**src/rtl/core/cbm_pkg.sv**
```systemverilog
// Shared types, codes and helpers for the cartridge bank mapper with IRQ counter
package cbm_pkg;

	localparam int CHR_SLOTS = 8;
	localparam int CHR_IDX_W = $clog2(CHR_SLOTS);
	localparam int PRG_SLOTS = 3;
	localparam int PRG_IDX_W = 2;

	// item modes
	localparam logic [1:0] MODE_WRITE = 2'd0;
	localparam logic [1:0] MODE_TICK  = 2'd1;
	localparam logic [1:0] MODE_QUERY = 2'd2;

	// write regions, address bits 15..12
	localparam logic [3:0] RGN_RELOAD0 = 4'h8;
	localparam logic [3:0] RGN_RELOAD1 = 4'h9;
	localparam logic [3:0] RGN_RELOAD2 = 4'hA;
	localparam logic [3:0] RGN_RELOAD3 = 4'hB;
	localparam logic [3:0] RGN_ENABLE  = 4'hC;
	localparam logic [3:0] RGN_ACK     = 4'hD;
	localparam logic [3:0] RGN_SELECT  = 4'hE;
	localparam logic [3:0] RGN_BANK    = 4'hF;

	// sub-decode of the bank region, address bits 11..10
	localparam logic [1:0] SUB_PRG_HI = 2'b00;
	localparam logic [1:0] SUB_MIRROR = 2'b10;
	localparam logic [1:0] SUB_CHR    = 2'b11;

	// selected register codes
	localparam logic [3:0] SEL_PRG0 = 4'd1;
	localparam logic [3:0] SEL_PRG2 = 4'd3;
	localparam logic [3:0] SEL_RAM  = 4'd4;

	// fixed program window
	localparam logic [PRG_IDX_W-1:0] PRG_FIXED_WIN = 2'd3;

	localparam logic [15:0] TICK_TOP = 16'hFFFF;

	// configuration register indexes
	localparam logic CFG_PRG_LIMIT = 1'b0;
	localparam logic CFG_CHR_LIMIT = 1'b1;

	localparam logic [7:0] PRG_LIMIT_RST = 8'd31;
	localparam logic [7:0] CHR_LIMIT_RST = 8'd255;

	typedef struct packed {
		logic [1:0]           mode;
		logic [15:0]          address;
		logic [7:0]           data;
		logic [CHR_IDX_W-1:0] chr_slot;
	} item_t;

	typedef struct packed {
		logic       irq_line;
		logic       mirror_vertical;
		logic [7:0] prg_bank;
		logic [7:0] ram_bank;
		logic [7:0] chr_bank;
	} result_t;

	// configuration write group
	typedef struct packed {
		logic       we;
		logic       index;
		logic [7:0] data;
	} cfg_wr_t;

	// bank values above the limit are masked with it
	function automatic logic [7:0] clamp_bank(input logic [7:0] v, input logic [7:0] lim);
		return (v > lim) ? (v & lim) : v;
	endfunction

endpackage

```
**src/rtl/core/cbm_core.sv**
```systemverilog
// Mapper state, next-state decode and per-word result computation
module cbm_core import cbm_pkg::*; (
	input  logic    clk,
	input  logic    arst_n,
	input  logic    step,
	input  item_t   item,
	input  cfg_wr_t cfg,
	output result_t result
);

	logic [7:0]  prg_limit_q, chr_limit_q;
	logic [15:0] reload_q, tick_q;
	logic        enabled_q, irq_delay_q, irq_flag_q, mirror_q;
	logic [7:0]  select_q, ram_bank_q;
	logic [7:0]  prg_q [PRG_SLOTS];
	logic [7:0]  chr_q [CHR_SLOTS];

	logic [15:0] reload_n, tick_n, tick_inc;
	logic        enabled_n, irq_delay_n, irq_flag_n, mirror_n;
	logic [7:0]  select_n, ram_bank_n;
	logic [7:0]  prg_n [PRG_SLOTS];
	logic [7:0]  chr_n [CHR_SLOTS];
	logic [3:0]  sel;
	logic [PRG_IDX_W-1:0] sel_idx, hi_idx, win;
	logic [7:0]  pb, cb;

	assign sel      = select_q[3:0];
	assign sel_idx  = PRG_IDX_W'(sel - SEL_PRG0);
	assign hi_idx   = item.address[PRG_IDX_W-1:0];
	assign win      = item.address[14:13];
	assign tick_inc = tick_q + 16'd1;

	// next state for the current word
	always_comb begin
		reload_n    = reload_q;
		tick_n      = tick_q;
		enabled_n   = enabled_q;
		irq_delay_n = irq_delay_q;
		irq_flag_n  = irq_flag_q;
		mirror_n    = mirror_q;
		select_n    = select_q;
		ram_bank_n  = ram_bank_q;
		prg_n       = prg_q;
		chr_n       = chr_q;
		case (item.mode)
			MODE_WRITE: begin
				unique case (item.address[15:12])
					RGN_RELOAD0: reload_n[3:0]   = item.data[3:0];
					RGN_RELOAD1: reload_n[7:4]   = item.data[3:0];
					RGN_RELOAD2: reload_n[11:8]  = item.data[3:0];
					RGN_RELOAD3: reload_n[15:12] = item.data[3:0];
					RGN_ENABLE: begin
						enabled_n  = (item.data[3:0] != 4'd0);
						if (enabled_n) begin
							tick_n = reload_q;
						end
						irq_flag_n = 1'b0;
					end
					RGN_ACK: irq_flag_n = 1'b0;
					RGN_SELECT: select_n = item.data;
					RGN_BANK: begin
						// selected register first
						if (sel >= SEL_PRG0 && sel <= SEL_PRG2) begin
							prg_n[sel_idx] = clamp_bank({3'b0, prg_q[sel_idx][4], item.data[3:0]},
								prg_limit_q);
						end else if (sel == SEL_RAM) begin
							ram_bank_n = clamp_bank(item.data, prg_limit_q);
						end
						// then the address-decoded target
						case (item.address[11:10])
							SUB_PRG_HI: begin
								if (hi_idx != PRG_FIXED_WIN) begin
									prg_n[hi_idx] = clamp_bank({3'b0, item.data[4], prg_n[hi_idx][3:0]},
										prg_limit_q);
								end
							end
							SUB_MIRROR: mirror_n = item.data[0];
							SUB_CHR: chr_n[item.address[CHR_IDX_W-1:0]] =
								clamp_bank(item.data, chr_limit_q);
							default: ;
						endcase
					end
					default: ;
				endcase
			end
			MODE_TICK: begin
				if (irq_delay_q) begin
					irq_delay_n = 1'b0;
					irq_flag_n  = 1'b1;
				end
				if (enabled_q) begin
					if (tick_inc == TICK_TOP) begin
						tick_n      = reload_q;
						irq_delay_n = 1'b1;
					end else begin
						tick_n = tick_inc;
					end
				end
			end
			default: ;
		endcase
	end

	// query lookups read the current state
	always_comb begin
		pb = 8'd0;
		cb = 8'd0;
		if (item.mode == MODE_QUERY) begin
			if (item.address[15]) begin
				pb = (win == PRG_FIXED_WIN) ? prg_limit_q : prg_q[win];
			end
			cb = chr_q[item.chr_slot];
		end
	end

	assign result.irq_line        = irq_flag_n;
	assign result.mirror_vertical = mirror_n;
	assign result.prg_bank        = pb;
	assign result.ram_bank        = ram_bank_n;
	assign result.chr_bank        = cb;

	// state and configuration registers
	always_ff @(posedge clk or negedge arst_n) begin
		if (!arst_n) begin
			prg_limit_q <= PRG_LIMIT_RST;
			chr_limit_q <= CHR_LIMIT_RST;
			reload_q    <= '0;
			tick_q      <= '0;
			enabled_q   <= 1'b0;
			irq_delay_q <= 1'b0;
			irq_flag_q  <= 1'b0;
			mirror_q    <= 1'b0;
			select_q    <= '0;
			ram_bank_q  <= '0;
			for (int i = 0; i < PRG_SLOTS; i++) begin
				prg_q[i] <= 8'(i);
			end
			for (int i = 0; i < CHR_SLOTS; i++) begin
				chr_q[i] <= 8'(i);
			end
		end else begin
			if (cfg.we) begin
				if (cfg.index == CFG_PRG_LIMIT) begin
					prg_limit_q <= cfg.data;
				end else begin
					chr_limit_q <= cfg.data;
				end
			end
			if (step) begin
				reload_q    <= reload_n;
				tick_q      <= tick_n;
				enabled_q   <= enabled_n;
				irq_delay_q <= irq_delay_n;
				irq_flag_q  <= irq_flag_n;
				mirror_q    <= mirror_n;
				select_q    <= select_n;
				ram_bank_q  <= ram_bank_n;
				prg_q       <= prg_n;
				chr_q       <= chr_n;
			end
		end
	end

	// a freshly armed IRQ delay comes with the counter reloaded
	a_delay_reload: assert property (@(posedge clk) disable iff (!arst_n)
		$rose(irq_delay_q) |-> tick_q == reload_q)
		else $error("irq delay armed without counter reload");

	// a pending delay raises the flag on the next tick (it may re-arm on a wrap)
	a_delay_fires: assert property (@(posedge clk) disable iff (!arst_n)
		step && item.mode == MODE_TICK && irq_delay_q |=> irq_flag_q)
		else $error("pending irq delay did not raise the flag");

	// a stopped counter holds on ticks
	a_stopped_holds: assert property (@(posedge clk) disable iff (!arst_n)
		step && item.mode == MODE_TICK && !enabled_q |=> $stable(tick_q))
		else $error("stopped counter moved");

endmodule

```
**src/rtl/core/cartridge_bank_mapper_irq_counter.sv**
```systemverilog
// Top level: input register, mapper core and result register with valid/stall handshake
// An accepted word waits in the input register; its result word is then captured in the result register.
// Throughput: one word per cycle while out_stall is low; the input register and the result register
// each hold one word, so a waiting result still lets one more word in before the input stalls.
// Reset (arst_n low, asynchronous): pipeline empty, mapper state cleared,
// banks back to slot i = bank i, limits back to 31 and 255.
module cartridge_bank_mapper_irq_counter import cbm_pkg::*; (
	input  logic    clk,
	input  logic    arst_n,
	input  logic    in_valid,
	output logic    in_stall,
	input  item_t   in_word,
	output logic    out_valid,
	input  logic    out_stall,
	output result_t out_word,
	input  logic    cfg_we,
	input  logic    cfg_index,
	input  logic [7:0] cfg_data
);

	item_t   item_s1;
	logic    valid_s1;
	logic    out_valid_q;
	result_t out_word_q;
	result_t core_result;
	logic    advance;
	cfg_wr_t cfg;

	// stage 1 moves on whenever the result register is free or being drained
	assign advance  = !out_valid_q || !out_stall;
	assign in_stall = valid_s1 && !advance;

	assign cfg.we    = cfg_we;
	assign cfg.index = cfg_index;
	assign cfg.data  = cfg_data;

	cbm_core u_core (
		.clk    (clk),
		.arst_n (arst_n),
		.step   (valid_s1 && advance),
		.item   (item_s1),
		.cfg    (cfg),
		.result (core_result)
	);

	// input register
	always_ff @(posedge clk or negedge arst_n) begin
		if (!arst_n) begin
			valid_s1 <= 1'b0;
		end else if (!in_stall) begin
			valid_s1 <= in_valid;
		end
	end

	always_ff @(posedge clk) begin
		if (in_valid && !in_stall) begin
			item_s1 <= in_word;
		end
	end

	// result register
	always_ff @(posedge clk or negedge arst_n) begin
		if (!arst_n) begin
			out_valid_q <= 1'b0;
		end else if (advance) begin
			out_valid_q <= valid_s1;
		end
	end

	always_ff @(posedge clk) begin
		if (valid_s1 && advance) begin
			out_word_q <= core_result;
		end
	end

	assign out_valid = out_valid_q;
	assign out_word  = out_word_q;

	// a stall to the input side only comes from a held word in stage 1
	a_stall_has_word: assert property (@(posedge clk) disable iff (!arst_n)
		in_stall |-> valid_s1 && out_valid_q)
		else $error("input stalled with nothing held");

	// a word leaving stage 1 lands in the result register
	a_s1_lands: assert property (@(posedge clk) disable iff (!arst_n)
		valid_s1 && advance |=> out_valid_q)
		else $error("stage 1 word lost");

	// a drained result with nothing behind it empties the output
	a_drain_empty: assert property (@(posedge clk) disable iff (!arst_n)
		out_valid_q && !out_stall && !valid_s1 |=> !out_valid_q)
		else $error("result word repeated");

endmodule

```
**config.mk**
```make
export PLATFORM = sky130hd
export DESIGN_NAME = cartridge_bank_mapper_irq_counter
export DESIGN_NICKNAME = d
export VERILOG_FILES = /design/src/rtl/core/cbm_pkg.sv /design/src/rtl/core/cbm_core.sv /design/src/rtl/core/cartridge_bank_mapper_irq_counter.sv
export SDC_FILE = /design/constraint.sdc
export NUM_CORES = 1
export LEC_CHECK = 0
export CAP_MARGIN = 20
export CORE_UTILIZATION = 40
export DETAILED_ROUTE_END_ITERATION = 7
export DONT_BUFFER_PORTS = 1
export PLACE_DENSITY = 0.57
export SLEW_MARGIN = 20
export SYNTH_ARGS = -nofsm -noshare
export SYNTH_HDL_FRONTEND = slang
export SYNTH_SLANG_ARGS = --single-unit
```
**constraint.sdc**
```tcl
create_clock -name clk -period 5.4 [get_ports clk]
set_input_delay 1.08 -clock clk [delete_from_list [all_inputs] [get_ports clk]]
set_output_delay 1.08 -clock clk [all_outputs]
set_load 0.02 [all_outputs]
```
=== Yosys cells after proc, flatten, opt, wreduce, memory -nomap -nowiden ===
Index checks and enable logic that the tools add are counted.
W data, S select, Z words.

* Register bits after elaboration: 209
* Output and inout bits: 28

* Add/subtract/negate cells: 2
* $lt $le $gt $ge: 14
* Eq/ne operators: 19
* Muxes and demuxes: 48
* Bitwise operators: 10
* Reductions and logical operators: 30

{| class="wikitable"
|+ Operators with widths
! cell !! count
|-
| $mux W8 || 16
|-
| $mux W24 || 5
|-
| $bwmux W64 || 1
|-
| $mux W16 || 4
|-
| $bmux W8 S2 || 3
|-
| $bwmux W24 || 2
|-
| $demux W8 S2 || 2
|-
| $eq A4 B4 Y1 const B || 8
|-
| $pmux W16 S2 || 1
|-
| $bmux W8 S3 || 1
|-
| $demux W8 S3 || 1
|-
| $reduce_and A3 Y1 || 7
|-
| $add A16 B1 Y16 const B || 1
|-
| $and A5 B8 Y8 || 2
|-
| $and A8 B8 Y8 || 2
|-
| $eq A16 B16 Y1 const B || 1
|-
| $gt A5 B8 Y1 || 2
|-
| $gt A8 B8 Y1 || 2
|-
| $mux W5 || 2
|-
| $ge A3 B3 Y1 const B || 3
|-
| $not A2 Y3 || 3
|-
| $eq A2 B2 Y1 const B || 4
|-
| $ge A4 B4 Y1 const B || 2
|-
| $mux W4 || 2
|-
| other kinds (23) || 46
|}

=== Longest topological paths before layout ===
* Depth in word-level cells: 19
* Depth in mapped cells: 19

=== By module ===
From an unflattened synthesis, not the netlist that was laid out.

* Cell total of the unflattened synthesis: 977
* Area total of the unflattened synthesis: 10750.3 um^2

{| class="wikitable"
|+ Modules (own cells, without submodules)
! module !! instances !! cells an instance !! area an instance (um^2) !! sequential area each (um^2)
|-
| cbm_core || 1 || 914 || 9006.1 || 3837.4
|-
| cartridge_bank_mapper_irq_counter || 1 || 63 || 1744.2 || 1701.6
|}

=== Least setup slack after synthesis ===
OpenSTA, ideal clock, no wires.

* Kind: flip-flop to flip-flop
* From: register u_core.select_q[0]
* To: register u_core.prg_q[17] (netlist name)
* Setup time: 0.126 ns
* Arrival: 4.330 ns
* Slack: 0.944 ns
* Cell stages (with the launch flop): 19
* Buffers on the path: 0
* Clock period less this slack: 4.456 ns
* Cells stage by stage: dfrtp_1 -> inv_1 -> ha_1 -> mux2i_1 -> o21ai_0 -> ha_1 -> nand2_1 -> o211ai_1 -> a21oi_2 -> mux2_2 -> or2_2 -> a211oi_1 -> ha_1 -> nand3_1 -> o21ai_0 -> a21oi_1 -> nand2_1 -> a21o_1 -> a221o_1

* Cells in the longest elaborated chain, start to end: 19
* Elaborated cells between the ends (all ways): 28
* Those cells by class: 1 x add/sub; 6 x order compare; 17 x mux; 2 x bitwise; 2 x reduce/logical

{| class="wikitable"
|+ Ends and longest elaborated chain
! element !! RTL line !! text
|-
| start, declared || cbm_core.sv:14 || <nowiki>logic [7:0] select_q, ram_bank_q;</nowiki>
|-
| start signal, assigned || cbm_core.sv:156 || <nowiki>select_q <= select_n;</nowiki>
|-
| $sub A2 B1 Y2 || cbm_core.sv:28 || <nowiki>assign sel_idx = PRG_IDX_W'(sel - SEL_PRG0);</nowiki>
|-
| $not A2 Y3 (implied by the code) || cbm_core.sv:64 || <nowiki>prg_n[sel_idx] = clamp_bank({3'b0, prg_q[sel_idx][4], item.data[3:0]},</nowiki>
|-
| $bmux W8 S2 || cbm_core.sv:64 ||
|-
| $mux W5 (implied by the code) (2 in a row) || cbm_core.sv:64 ||
|-
| $gt A5 B8 Y1 || cbm_pkg.sv:70 || <nowiki>return (v > lim) ? (v & lim) : v;</nowiki>
|-
| $mux W8 || cbm_pkg.sv:70 ||
|-
| $bwmux W24 || cbm_core.sv:64 ||
|-
| $mux W24 * || cbm_core.sv:63 || <nowiki>if (sel >= SEL_PRG0 && sel <= SEL_PRG2) begin</nowiki>
|-
| $mux W24 * || cbm_core.sv:47 || <nowiki>unique case (item.address[15:12])</nowiki>
|-
| $mux W24 * || cbm_core.sv:45 || <nowiki>case (item.mode)</nowiki>
|-
| $bmux W8 S2 || cbm_core.sv:73 || <nowiki>prg_n[hi_idx] = clamp_bank({3'b0, item.data[4], prg_n[hi_idx][3:0]},</nowiki>
|-
| $mux W4 (implied by the code) (2 in a row) || cbm_core.sv:73 ||
|-
| $gt A5 B8 Y1 / $and A5 B8 Y8 (equally long branches) || cbm_pkg.sv:70 ||
|-
| $mux W8 || cbm_pkg.sv:70 ||
|-
| $bwmux W24 || cbm_core.sv:73 ||
|-
| $mux W24 || cbm_core.sv:72 || <nowiki>if (hi_idx != PRG_FIXED_WIN) begin</nowiki>
|-
| $mux W24 * || cbm_core.sv:70 || <nowiki>case (item.address[11:10])</nowiki>
|-
| end signal, assigned by index || cbm_core.sv:136 || <nowiki>prg_q[i] <= 8'(i);</nowiki>
|-
| end signal, assigned || cbm_core.sv:158 || <nowiki>prg_q <= prg_n;</nowiki>
|-
| end, declared || cbm_core.sv:15 || <nowiki>logic [7:0] prg_q [PRG_SLOTS];</nowiki>
|}

Mark *: on every way between the ends. The rest lies on a longest branch, timed or not. The select of a mux whose other input is x is not followed.
A chain may end at the register's enable or synchronous reset.

=== Final worst setup path ===
* From: register u_core.select_q[0]
* To: register u_core.prg_q[18] (netlist name)

Same word-level chain as after synthesis.

==> metrics.md <==
| Metric | Value |
|---|---|
| Status | complete, no violations |
| Max Root-Sink Buffers | 3 |
| Static Leak | 4.79 nW |
| Syn. warnings | 0 |
| Post CTS Setup Buffer Count | 0 |
| Tmin final | 4.84 ns |
| CP max stage cell | dfrtp_1 |
| CP Class | reg -> reg |
| Total track usage | 20.2% |
| Max VDD drop | 257 uV |
| Post-synth EDFFs | 48 |
| WHS | 0.268 ns |
| Setup TNS | 0 ns |
| Clock Skew | 0.0110 ns |
| Die span in y | 164 um |
| Synth unique cells | 73 |
| Post-Place Setup Slack | 0.640 ns |
| Max Clk Rate | 0.206 GHz |
| Die width | 164 um |
| Final Cycle Share | 89.7% |
| Cells after DPL | 1244 |
| Max-cap violations | 0 |
| Worst Setup End Kind | register |
| Cell Area, Synth | 10500 sq um |
| Layout cell share with drive strength beyond 1 | 17.0% |
| DRT antenna net count | 0 |
| Final GP Congestion | 0.881 |
| Crit Path Max Fanout | 7 |
| Layout Cells excl Fill | 1291 |
| 1st-iter DRT viols | 516 |
| Port bufs | 0 |
| Synth Net Count | 1039 |
| Pre-Repair DR Iteration Count | 5 |
| RSZ-0062 raised after global routing | false |
| Cell family with most CP delay | compound AO/OA/AOI/OAI gates |
| Hold-fix buffer count after cts | 0 |
| First-pass GRT wire length | 41400 um |
| Remaining DRCs | 0 |
| Routed wire per std cell | 20.1 um |
| Synth Flop Type | dfrtp_1 |
| Die area | 26900 sq um |
| Layout Nets | 1034 |
| Final Max Slew Viols | 0 |
| Initial core utilization | 41.3% |
| Post-synthesis register bit count | 202 |
| Slew @ Worst Pin | 1.05 ns |
| Post-cts sizing count | 0 |
| Top Ports | 71 |
| Largest area contributor in the netlist | dfrtp_1 |
| PD cells | 365 nW/um^2 |
| CTS H-tree depth | 1 |
| Area Growth Syn to Fin | 11.0% |
| Seq/Total Area, Yosys | 50.7% |
| Async SR Flop Fraction | 76.2% |
| Largest net degree at the start of global routing | 155 |
| Reg clk slew, reported paths | 0.06 ns |
| Cell Area, Placed | 10800 sq um |
| Post-route cell area | 11700 sq um |
| Sequence of cells on the critical path | inv_1 > ha_1 > mux2i_1 > o21ai_0 > ha_1 > nand2_1 > o211ai_1 > a21oi_2 > buf_4 > mux2i_1 > a21oi_1 > a31oi_1 > ha_1 > nand2_1 > o21ai_0 > a21oi_1 > buf_4 > nand2_1 > a21o_1 > a221o_1 |
| Total wire length | 25900 um |
| Syn_area_per_cell | 11.1 sq um |
| Critical path required time | 5.79 ns |
| Vias in the first global route | 7125 |
| Setup slack after layout | 0.557 ns |
| Critical path arrival | 5.24 ns |
| Sink Count | 202 |
| WP buf/inv | 3 |
| Post-synth top area share | 30.2% |
| Total gr overflow | 0 |
| Cells after Synth | 947 |
| CP startpoint kind | register |
| Most frequent cells in the layout | 127 x dfrtp_1, 124 x nand2_1, 100 x o21ai_0 |
| Top post-synthesis cells by area | dfrtp_1 30%, edfxtp_1 14%, dfstp_2 6.8% |
| Site row count | 58 |
| Most common cell after layout, fill and taps aside | dfrtp_1 |
| Clock latency on the worst-skew pair | 0.52 ns |
| Critical path's largest stage delay | 0.40 ns |
| Fin. Hold Viols | 0 |
| Total CTS buffers | 25 |
| Hold Path Class | in -> async |
| Rel. slew slack | 29.9% |
| Core Region | 25500 sq um |
| Detailed placer's ending HPWL | 17500 um |
| Vias per inst | 5.56 |
| Initial antenna violation count | 1 |
| # setup viols final | 0 |
| CTS Root Cell | clkbuf_16 |
| CTS tree | built |
| Via count | 7179 |
==> final timing paths <==
kind	start	end	slack (ns)	cells past startpoint
max in group asynchronous	arst_n	u_core.prg_limit_q[4]	4.85	0
setup / recovery	u_core.select_q[0]	u_core.prg_q[18]	0.56	20
hold / removal	arst_n	u_core.tick_q[4]	0.27	0
min in group clk	u_core.chr_q[11]	u_core.chr_q[11]	0.48	2
hold reg to reg	u_core.chr_q[11]	u_core.chr_q[11]	0.48	2
setup reg to reg	u_core.select_q[0]	u_core.prg_q[18]	0.56	20
==> area by class of cell <==
cell class	instances	area, sq um
sequential	202	5330
multi-input combinational	674	4870
antenna	1	2.50
clock inverter	11	134
inverter	30	113
timing repair buffer	9	87.6
tap	330	413
fill	2376	13800
clock buffer	34	711
==> stage by stage <==
step	power (W)	util [%]
after floorplan	0.00238	-
after global placement	0.00256	42.3
after detailed placement	0.00257	42.3
after CTS	0.00430	45.6
after global routing	0.00446	45.8
final	0.00426	45.8
==> logic make-up after synthesis <==
kind of cell               Yosys count  share of synthesized area [%]
muxes                               98                           12.6
xor gates and xnor gates             3                          0.429
and+or+nand+nor                    317                           14.8
adders and majority gates           49                           5.83
DFF                                202                           50.7
AOI/OAI and AO/OA                  207                           12.6
buffers and inverters               71                           2.99
==> registers in the layout, indices dropped and copies added (netlist names) <==
signal,count
out_word,26
u_core.tick_q,16
u_core.reload_q,16
u_core.prg_limit_q,8
u_core.prg_q,24
u_core.ram_bank_q,8
u_core.irq_delay_q,1
u_core.irq_flag_q,1
u_core.enabled_q,1
u_core.chr_limit_q,8
u_core.chr_q,64
valid_s1,1
item_s1,22
out_valid,1
u_core.select_q,4
u_core.mirror_q,1
==> cell usage after synthesis, types with 7 or more instances <==
| cell type | n |
|---|---|
| mux4_2 | 24 |
| nand3_1 | 36 |
| o21ai_0 | 100 |
| dfrtp_1 | 127 |
| nor2b_1 | 25 |
| dfstp_2 | 27 |
| edfxtp_1 | 48 |
| and3_1 | 7 |
| o21a_1 | 9 |
| clkbuf_1 | 27 |
| a31oi_1 | 10 |
| mux2_2 | 36 |
| a21oi_2 | 8 |
| nor2_1 | 52 |
| nor3_1 | 19 |
| a21oi_1 | 26 |
| inv_1 | 29 |
| and4_1 | 7 |
| nand2_1 | 124 |
| mux2i_1 | 38 |
| nand2b_1 | 7 |
| ha_1 | 49 |
==> report_power, final <==
group	internal (W)	switching [W]
Clock	0.00106	0.000645
Sequential	0.00171	0.000181
Combinational	0.000279	0.000380
==> routing by layer <==
metal | wire, um | global-route usage, %
met3 | 1550 | 4.39
met4 | 614 | 6.57
met5 | 0 | 0
met2 | 11600 | 30.9
met1 | 12200 | 28.3
Power figures use the tool's default switching activity.
